`src/hdl/sti_pkg.sv`:
```
package sti_pkg;

  localparam int DEFAULT_DEPTH = 16;
  localparam int VALUE_W       = 32;

  // command codes
  localparam logic [1:0] CMD_INSERT = 2'd0;
  localparam logic [1:0] CMD_SEARCH = 2'd1;
  localparam logic [1:0] CMD_DELETE = 2'd2;

  // status codes
  localparam logic [1:0] ST_OK     = 2'd0;
  localparam logic [1:0] ST_ABSENT = 2'd1;
  localparam logic [1:0] ST_FULL   = 2'd2;

  typedef struct packed {
    logic [1:0]                cmd;
    logic signed [VALUE_W-1:0] value;
  } in_item_t;

  typedef struct packed {
    logic [1:0] status;
    logic [3:0] position;
    logic [4:0] entry_count;
  } out_item_t;

  // broadcast from the controller to every cell
  typedef struct packed {
    logic signed [VALUE_W-1:0] value;
    logic                      ins_en;
    logic                      del_en;
  } cell_ctl_t;

endpackage

```
`src/hdl/sti_cell.sv`:
```
module sti_cell #(
  parameter int DEPTH = sti_pkg::DEFAULT_DEPTH,
  parameter int IDX   = 0
) (
  input  logic                                  clk,
  input  sti_pkg::cell_ctl_t                    ctl,
  input  logic [$clog2(DEPTH+1)-1:0]            count,
  input  logic                                  left_less,
  input  logic signed [sti_pkg::VALUE_W-1:0]    left_entry,
  input  logic signed [sti_pkg::VALUE_W-1:0]    right_entry,
  output logic                                  less,
  output logic                                  at_slot,
  output logic                                  hit,
  output logic signed [sti_pkg::VALUE_W-1:0]    entry
);
  import sti_pkg::*;

  localparam int CNT_W = $clog2(DEPTH+1);

  logic signed [VALUE_W-1:0] entry_r;
  logic signed [VALUE_W-1:0] entry_nxt;
  logic                      occupied;

  assign occupied = (CNT_W'(IDX) < count);
  assign less     = occupied && (entry_r < ctl.value);
  // first cell that is not below the value: insertion point / first match
  assign at_slot  = !less && left_less;
  assign hit      = at_slot && occupied && (entry_r == ctl.value);
  assign entry    = entry_r;

  always_comb begin
    entry_nxt = entry_r;
    if (ctl.ins_en && !less) begin
      entry_nxt = left_less ? ctl.value : left_entry;
    end else if (ctl.del_en && !less) begin
      entry_nxt = right_entry;
    end
  end

  always_ff @(posedge clk) begin
    entry_r <= entry_nxt;
  end

endmodule

```
`src/hdl/sorted_table_insert_search_delete_core.sv`:
```
// The accepting edge raises busy; the edge that ends the execute cycle raises out_valid.
// Items are taken only while busy is low; busy is high for the execute cycle in which
//   the row of cells compares the value in parallel and shifts the table in place.
// Results are shown for a single cycle on out_valid; the receiver cannot stall.
// Reset (rst_n low, synchronous) empties the table and clears busy and out_valid;
//   table entries themselves are not cleared, the count alone marks them stale.
module sorted_table_insert_search_delete_core #(
  parameter int TABLE_DEPTH = sti_pkg::DEFAULT_DEPTH
) (
  input  logic               clk,
  input  logic               rst_n,
  input  logic               start,
  output logic               busy,
  input  sti_pkg::in_item_t  in_item,
  output logic               out_valid,
  output sti_pkg::out_item_t out_item
);
  import sti_pkg::*;

  localparam int CNT_W = $clog2(TABLE_DEPTH+1);
  localparam int IDX_W = $clog2(TABLE_DEPTH);

  // control and operand registers
  logic                      busy_r;
  logic                      busy_nxt;
  logic [1:0]                cmd_r;
  logic signed [VALUE_W-1:0] value_r;
  logic [CNT_W-1:0]          count_r;
  logic [CNT_W-1:0]          count_nxt;
  logic                      out_valid_r;
  logic                      out_valid_nxt;
  out_item_t                 out_item_r;
  out_item_t                 out_item_nxt;

  // cell row wiring
  cell_ctl_t                 ctl;
  logic [TABLE_DEPTH-1:0]    less;
  logic [TABLE_DEPTH-1:0]    at_slot;
  logic [TABLE_DEPTH-1:0]    hit;
  logic signed [VALUE_W-1:0] entry [TABLE_DEPTH];

  logic                      accept;
  logic                      full;
  logic                      found;
  logic [IDX_W-1:0]          slot_idx;

  assign accept = start && !busy_r;
  assign full   = (count_r == CNT_W'(TABLE_DEPTH));
  assign found  = |hit;

  // Encode the insertion point; at most one cell claims it.
  always_comb begin
    slot_idx = '0;
    for (int i = 0; i < TABLE_DEPTH; i++) begin
      if (at_slot[i]) begin
        slot_idx = slot_idx | IDX_W'(i);
      end
    end
  end

  // Broadcast the operand; shifting happens only in the execute cycle.
  always_comb begin
    ctl.value  = value_r;
    ctl.ins_en = busy_r && (cmd_r == CMD_INSERT) && !full;
    ctl.del_en = busy_r && (cmd_r == CMD_DELETE) && found;
  end

  genvar g;
  generate
    for (g = 0; g < TABLE_DEPTH; g++) begin : g_cell
      logic                      left_less;
      logic signed [VALUE_W-1:0] left_entry;
      logic signed [VALUE_W-1:0] right_entry;

      if (g == 0) begin : g_first
        assign left_less  = 1'b1;
        assign left_entry = entry[g];
      end else begin : g_mid
        assign left_less  = less[g-1];
        assign left_entry = entry[g-1];
      end

      if (g == TABLE_DEPTH-1) begin : g_last
        assign right_entry = entry[g];
      end else begin : g_inner
        assign right_entry = entry[g+1];
      end

      sti_cell #(
        .DEPTH (TABLE_DEPTH),
        .IDX   (g)
      ) u_cell (
        .clk         (clk),
        .ctl         (ctl),
        .count       (count_r),
        .left_less   (left_less),
        .left_entry  (left_entry),
        .right_entry (right_entry),
        .less        (less[g]),
        .at_slot     (at_slot[g]),
        .hit         (hit[g]),
        .entry       (entry[g])
      );
    end
  endgenerate

  // Hold busy for the execute cycle, then drop it as the result goes out.
  always_comb begin
    busy_nxt      = busy_r ? 1'b0 : accept;
    out_valid_nxt = busy_r;
    count_nxt     = count_r;
    if (ctl.ins_en) begin
      count_nxt = count_r + CNT_W'(1);
    end else if (ctl.del_en) begin
      count_nxt = count_r - CNT_W'(1);
    end
  end

  always_comb begin
    out_item_nxt.status      = ST_ABSENT;
    out_item_nxt.position    = 4'd0;
    out_item_nxt.entry_count = 5'(count_nxt);
    case (cmd_r)
      CMD_INSERT: begin
        if (full) begin
          out_item_nxt.status = ST_FULL;
        end else begin
          out_item_nxt.status   = ST_OK;
          out_item_nxt.position = 4'(slot_idx);
        end
      end
      CMD_SEARCH, CMD_DELETE: begin
        if (found) begin
          out_item_nxt.status   = ST_OK;
          out_item_nxt.position = 4'(slot_idx);
        end
      end
      default: begin
        out_item_nxt.status = ST_ABSENT;
      end
    endcase
  end

  always_ff @(posedge clk) begin
    if (!rst_n) begin
      busy_r      <= 1'b0;
      out_valid_r <= 1'b0;
      count_r     <= '0;
    end else begin
      busy_r      <= busy_nxt;
      out_valid_r <= out_valid_nxt;
      count_r     <= count_nxt;
    end
  end

  // payload registers: capture the item on accept, the result after execute
  always_ff @(posedge clk) begin
    if (accept) begin
      cmd_r   <= in_item.cmd;
      value_r <= in_item.value;
    end
    if (busy_r) begin
      out_item_r <= out_item_nxt;
    end
  end

  assign busy      = busy_r;
  assign out_valid = out_valid_r;
  assign out_item  = out_item_r;

  // The result strobe ends the execute cycle, so it never overlaps busy.
  a_strobe_not_busy: assert property (@(posedge clk) disable iff (!rst_n)
    out_valid_r |-> !busy_r)
    else $error("result strobe while busy");

  a_count_bound: assert property (@(posedge clk) disable iff (!rst_n)
    count_r <= CNT_W'(TABLE_DEPTH))
    else $error("entry count beyond table depth");

  a_single_slot: assert property (@(posedge clk) disable iff (!rst_n)
    $onehot0(at_slot))
    else $error("more than one cell claims the slot");

  a_count_reported: assert property (@(posedge clk) disable iff (!rst_n)
    out_valid_r |-> (out_item_r.entry_count == 5'(count_r)))
    else $error("reported count differs from stored count");

  a_full_refused: assert property (@(posedge clk) disable iff (!rst_n)
    (busy_r && (cmd_r == CMD_INSERT) && full) |=> (count_r == CNT_W'(TABLE_DEPTH)))
    else $error("insert into a full table changed the count");

endmodule

```
`config.mk`:
```
export PLATFORM = sky130hd
export DESIGN_NAME = sorted_table_insert_search_delete_core
export DESIGN_NICKNAME = d
export VERILOG_FILES = /design/src/hdl/sti_pkg.sv /design/src/hdl/sti_cell.sv /design/src/hdl/sorted_table_insert_search_delete_core.sv
export SDC_FILE = /design/constraint.sdc
export NUM_CORES = 2
export LEC_CHECK = 0
export BUFFER_PORTS_ARGS = -buffer_cell sky130_fd_sc_hd__buf_2
export CAP_MARGIN = 5
export CORE_ASPECT_RATIO = 1.75
export CORE_UTILIZATION = 59
export DETAILED_ROUTE_END_ITERATION = 12
export PLACE_DENSITY_LB_ADDON = 0.15
export SLEW_MARGIN = 20
export SYNTH_ARGS = -nofsm -noshare
export SYNTH_HDL_FRONTEND = slang
export SYNTH_SLANG_ARGS = --single-unit
```
`constraint.sdc`:
```
create_clock -name clk -period 7.5 [get_ports clk]
set_input_delay 0.75 -clock clk [delete_from_list [all_inputs] [get_ports clk]]
set_output_delay 0.75 -clock clk [all_outputs]
set_load 0.01 [all_outputs]
```
# After elaboration in Yosys (flattened, before gate mapping)
# Index checks and enable logic that the tools add are counted.
# word_totals
ff_bits	564
input_bits	37
out_inout_bits	13
wordCells	281
# classes
n_addsub	2
order_cmp	32
eq_ne	19
n_mux	67
bitwise_logic	1
reduce_logical	136
# op_table
op	count
32-bit two-way mux	45
32-bit == test	16
32-bit less-than comparator	16
1-bit logical AND	99
4-bit by 5-bit less-than comparator with 1-bit output (first input constant)	8
4-bit two-way mux	9
2-bit nonzero test	15
3-bit by 5-bit less-than comparator with 1-bit output (first input constant)	4
1-bit zero test	18
16-bit OR reduction	1
5-bit two-way mux	3
3-bit two-way mux	4
1-bit by 5-bit less-than comparator with 1-bit output (first input constant)	2
2-bit by 5-bit less-than comparator with 1-bit output (first input constant)	2
4-bit case mux with 2 select lines	1
2-bit two-way mux	3
5-bit by 1-bit adder with 5-bit output (second input constant)	1
5-bit == test (second input constant)	1
5-bit by 1-bit subtractor with 5-bit output (second input constant)	1
2-bit case mux with 2 select lines	1
2-bit OR reduction	2
2-bit by 1-bit == test with 1-bit output (second input constant)	1
2-bit == test (second input constant)	1
2-bit zero test	1
other kinds (2)	2

# Depth between registers and ports, before layout
# depth
depth_word	21
mapped_depth	17
mapped_depth_nobuf	13

# Hierarchy
# A second synthesis with hierarchy kept.
# unflattened
cells_unflattened	3919
hier_area_um2	46487.1
# modules_own_cells
module	n_inst	cells_per_inst	area_each_um2	seq_area_each_um2
sti_cell (g_cell[13].u_cell ...)	2	235	2785.2	960.9
sti_cell (g_cell[11].u_cell ...)	2	233	2782.7	960.9
sti_cell (g_cell[0].u_cell)	1	227	2813.9	960.9
sti_cell (g_cell[8].u_cell)	1	247	2813.9	960.9
sti_cell (g_cell[7].u_cell)	1	234	2810.2	960.9
sti_cell (g_cell[10].u_cell)	1	244	2800.2	960.9
sti_cell (g_cell[4].u_cell)	1	238	2793.9	960.9
sti_cell (g_cell[9].u_cell)	1	237	2792.7	960.9
sti_cell (g_cell[6].u_cell)	1	235	2787.7	960.9
sti_cell (g_cell[5].u_cell)	1	235	2786.4	960.9
sti_cell (g_cell[14].u_cell)	1	231	2780.2	960.9
sti_cell (g_cell[2].u_cell)	1	270	2763.9	960.9
sti_cell (g_cell[15].u_cell)	1	228	2728.9	960.9
sti_cell (g_cell[12].u_cell)	1	232	2668.8	960.9
sorted_table_insert_search_delete_core	1	125	2010.7	1491.4

# Least setup slack after synthesis
# No wires, ideal clock.
# synth_timing
path_kind	reg2reg
startpoint	register value_r[13]
endpoint	register g_cell[8].u_cell.entry_r[0], enable pin
setup_time_ps	432
arrival_ps	5386
required_ps	7068
slack_ps	1682
stages_incl_launch_ff	16
n_path_buf	2
period_less_slack_ps	5818
cell_sequence	edfxtp_1 > clkbuf_1 > clkinv_1 > ha_1 > a21oi_1 > nor2_1 > a211o_1 > o41a_1 > or3_1 > a21oi_1 > a32oi_1 > o2111ai_1 > o31ai_4 > a21bo_1 > buf_4 > a21oi_1
# synth_between
elab_chain_cells	10
elab_cells_between_ends	116
cone_classes	order compare (16); eq/ne (16); reduce/logical (84)
# synth_lines
element	line_no	source
from (decl)	sorted_table_insert_search_delete_core.sv:27	logic signed [VALUE_W-1:0] value_r;
from (signal assigned)	sorted_table_insert_search_delete_core.sv:160	value_r <= in_item.value;
32-bit less-than comparator	sti_cell.sv:25	assign less = occupied && (entry_r < ctl.value);
1-bit logical AND	sti_cell.sv:25	
1-bit zero test, on equally long branches	sti_cell.sv:27, sti_cell.sv:33, sti_cell.sv:35	
1-bit logical AND	sti_cell.sv:27	assign at_slot = !less && left_less;
1-bit logical AND (2 in a row)	sti_cell.sv:28	assign hit = at_slot && occupied && (entry_r == ctl.value);
16-bit OR reduction	sorted_table_insert_search_delete_core.sv:49	assign found = |hit;
1-bit logical AND	sorted_table_insert_search_delete_core.sv:65	ctl.del_en = busy_r && (cmd_r == CMD_DELETE) && found;
1-bit logical AND	sti_cell.sv:35	end else if (ctl.del_en && !less) begin
2-bit nonzero test (no source line) (*)	n/a	
to (signal assigned)	sti_cell.sv:41	entry_r <= entry_nxt;
to (decl)	sti_cell.sv:20	logic signed [VALUE_W-1:0] entry_r;
# Mark *: on every way between the ends. The rest lies on a longest branch, timed or not.
# A chain may end at the register's enable or synchronous reset.

# Final worst setup path
# layout_timing
startpoint	register value_r[4]
endpoint	register g_cell[1].u_cell.entry_r[25], enable pin
# layout_between
elab_chain_cells	10
elab_cells_between_ends	116
cone_classes	order compare (16); eq/ne (16); reduce/logical (84)
# layout_lines
element	line_no
32-bit less-than comparator	sti_cell.sv:25
1-bit logical AND	sti_cell.sv:25
1-bit zero test, on equally long branches	sti_cell.sv:27, sti_cell.sv:33, sti_cell.sv:35
1-bit logical AND	sti_cell.sv:27
1-bit logical AND (2 in a row)	sti_cell.sv:28
16-bit OR reduction	sorted_table_insert_search_delete_core.sv:49
1-bit logical AND	sorted_table_insert_search_delete_core.sv:65
1-bit logical AND	sti_cell.sv:35
2-bit nonzero test (no source line) (*)	n/a
to (signal assigned)	sti_cell.sv:41
to (decl)	sti_cell.sv:20
# Marks and branches as above.

==> impl_metrics.csv <==
group,metric,value,unit
layout,fillers,5332,
layout,fin_nets,4532,
sta,rsz0062_at_grt,"no",
global_route,antenna_found_initial,2,
synth,synth_commonest_cells,"a21oi_1, edfxtp_1, ha_1",
synth,netlist.area_leader.share,43.17,%
clocking,cts.htree.levels,2,
synth,ys_ff_latch,564,
setup_path,required,7.87,ns
worst_hold_path,worst_hold_startpoint,"in_item[12]",
setup_path,cp-start-kind,"flop",
synth,yosys_warnings,0,
global_route,track_usage,33.08,%
layout,layoutNonFillerInstCount,4835,
clocking,postCtsResizedCells,0,
sta,fin_setup_tns,0,ns
synth,synth_top_area_cell,"edfxtp_1",
clocking,clockRootBuffer,"clkbuf_16",
clocking,clock_path_buffers,3,
global_route,grt_pass1_wl,170400,um
setup_path,regToRegEndpoint,"g_cell[1].u_cell.entry[25]",
flow_run,cap_violations,0,
global_route,overflow,0,
layout,drive_gt1_share,6.267,%
placement,placedInstanceArea,39970,sq um
setup_path,endpoint_kind,"flop",
setup_path,r2r-start,"value_r[4]",
routing,ant_nets,0,
setup_path,slowest_stage,"clkinv_1",
synth,synth_area_leaders,"edfxtp_1, ha_1, a21oi_1, mux2i_1, o21ai_0",
sta,setup_viol_count_final,0,
synth,synthArstFlopShare,0,%
layout,finish.instance_area,41720,sq um
setup_path,critical_path_class,"flop to flop",
floorplan,fp-row-count,123,
sta,fin_crit_sh,84.63,%
floorplan,die_x,195.7,um
sta,fmax,0.1575,GHz
synth,synth-main-ff-cell,"edfxtp_1",
setup_path,crit_arrival,6.72,ns
clocking,cts_sinks,564,
worst_hold_path,hold-path-cell-count,1,
routing,drt_iter0_drc,2321,
sta,hold_violations,0,
floorplan,fp.dieArea,66730,sq um
placement,post-dp-hpwl,84880,um
clocking,clock_latency,0.65,ns
sta,finalMaxSlewViolations,0,
clocking,cts_hold_buf,0,
setup_path,worstPathMaxFanout,25,
global_route,grt_pass1_vias,30012,
routing,routed_wl,110700,um
placement,placed_cells,4730,
clocking,cts_setup_buffers,0,
floorplan,core_area,64640,sq um
routing,drtPass1Iterations,6,
setup_path,cpPeakStageDelay,0.77,ns
floorplan,initial_core_util,59.94,%
floorplan,die_y,341.0,um
routing,vias_per_cell,6.362,
synth,netlist_instances,4012,
layout,synthToLayoutAreaGrowth,7.693,%
clocking,cts_buffers,56,
placement,portBuffers,49,
floorplan,io_pins,50,
setup_path,cp_cell_sequence,"clkinv_1 > ha_1 > a21o_1 > a21o_1 > a21oi_1 > o22ai_1 > o32ai_1 > o2111ai_1 > a311o_1 > a2111o_1 > o31ai_4 > a21bo_1 > buf_4 > nor2_4 > buf_4",
synth,ys_seq_area_share,43.54,%
worst_hold_path,hp-class,"input port to flop",
routing,wl_per_cell,22.90,um
synth,synth_area,38740,sq um
synth,avgSynthCellArea,9.656,sq um
clocking,clkTransAtPathRegs,0.07,ns
routing,drc_errors,0,
placement,gp_congestion,0.9645,
pwr,leakage,16.94,nW
run_status,outcome,"completed",
synth,yosysUniqueCellTypes,69,
synth,syn_nets,4567,
clocking,cts_tree,"done",
setup_path,reg2reg_slack,1.15,ns
sta,clock_skew,0.03612,ns
pwr,pwr_density_cell,170.0,nW/um^2
routing,vias,30758,
sta,min_period,6.348,ns
global_route,grt_max_degree,65,
sta,relSlewSlack,23.79,%
setup_path,reg2regPathDepth,15,
pwr,peakVddDrop,179.9,uV
worst_hold_path,min_to,"value_r[12]",
synth,synth_edf_count,557,
sta,max_slew.worst_pin.slew,1.133,ns
worst max path at each step:
stage               slack (ns)  cells after the start                          to   startpoint
floorplan                 1.68                     15   g_cell[8].u_cell.entry[0]  value_r[13]
global placement          1.26                     15  g_cell[1].u_cell.entry[24]   value_r[4]
detailed placement        1.20                     15  g_cell[1].u_cell.entry[25]   value_r[4]
CTS                       1.22                     15  g_cell[1].u_cell.entry[27]   value_r[4]
global route              0.90                     15  g_cell[5].u_cell.entry[23]  value_r[15]
finish                    1.15                     15  g_cell[1].u_cell.entry[25]   value_r[4]
flip-flops by register name, indices dropped and copies added, names as in the netlist:
name,count
busy,1
count_r,5
g_cell.u_cell.entry,512
cmd_r,2
out_valid,1
out_item,11
value_r,32
cells in the final DEF, fill, tap and decap left out, drive strengths merged, types with 7 or more instances in the layout:
cell    netlist  routed
o21ai       420     420
nand4        85      85
o21a         12      12
a221oi       18      18
inv          45      45
and4         29      29
dfxtp         7       7
edfxtp      557     557
and2         11      11
nand2       482     482
nor3         11      11
a21o         99      99
nor4         19      19
or3           7       7
clkinv       31      52
buf          17     121
a21oi       557     557
a221o         8       8
mux2i       231     231
or2           8       8
ha          518     518
o211ai       14      14
a211oi       11      11
nor2        448     448
clkbuf      197      78
nor2b        21      21
a21boi       14      14
nand3        48      48
stage by stage:
stage	total power [mW]	utilization [%]	hold slack (ns)	setup slack, ns
5_1_grt	7.294	64.54	0.2670	0.9041
6_report	7.092	64.55	0.2704	1.152
3_5_place_dp	4.382	61.84	0.5385	1.201
3_3_place_gp	4.360	61.79	0.5352	1.262
2_1_floorplan	4.109	-	0.4804	1.682
4_1_cts	7.106	64.45	0.2519	1.218
where the power goes:
group / internal (mW) / switching (mW)
combinational: 0.259 / 0.482
clock: 1.48 / 1.28
sequential: 3.52 / 0.0684
layout make-up:
cell class	instances	area, sq um	share of cell area [%]
clock buffer	78	1525	3.656
clock inverter	24	162.7	0.3899
antenna	2	5.005	0.01200
tap	812	1016	2.435
sequential	564	16870	40.43
inverter	76	285.3	0.6838
multi-input combinational	3158	21040	50.42
timing repair buffer	121	825.8	1.979
critical path: cells and delay by family, from the launching register on:
kind	cells	cell delay, ns
and+or+nand+nor	1	0.21
AOI/OAI and AO/OA	10	3.34
DFF	1	0.54
buffers and inverters	3	1.44
adders and majority gates	1	0.53
routing by layer:
metal	global-route usage [%]	up-vias	routed length [um]
met5	0	-	13
met4	18.49	2	6498
met3	3.340	261	5165
met2	59.36	1024	56500
met1	38.50	14632	42540
li1	-	14839	-
logic make-up (layout without fill, tap and decap cells):
kind of cell	after synthesis	in the layout	share of synthesized area, %
buffers and inverters	290	299	2.839
AO/OA/AOI/OAI	1209	1209	17.42
multiplexers	233	233	6.027
flip-flops	564	564	43.54
adder cells (fa/ha/maj)	518	518	16.73
XOR/XNOR	9	9	0.2035
other	0	2	0
AND/OR/NAND/NOR	1189	1189	13.24
Power figures use the tool's default switching activity.
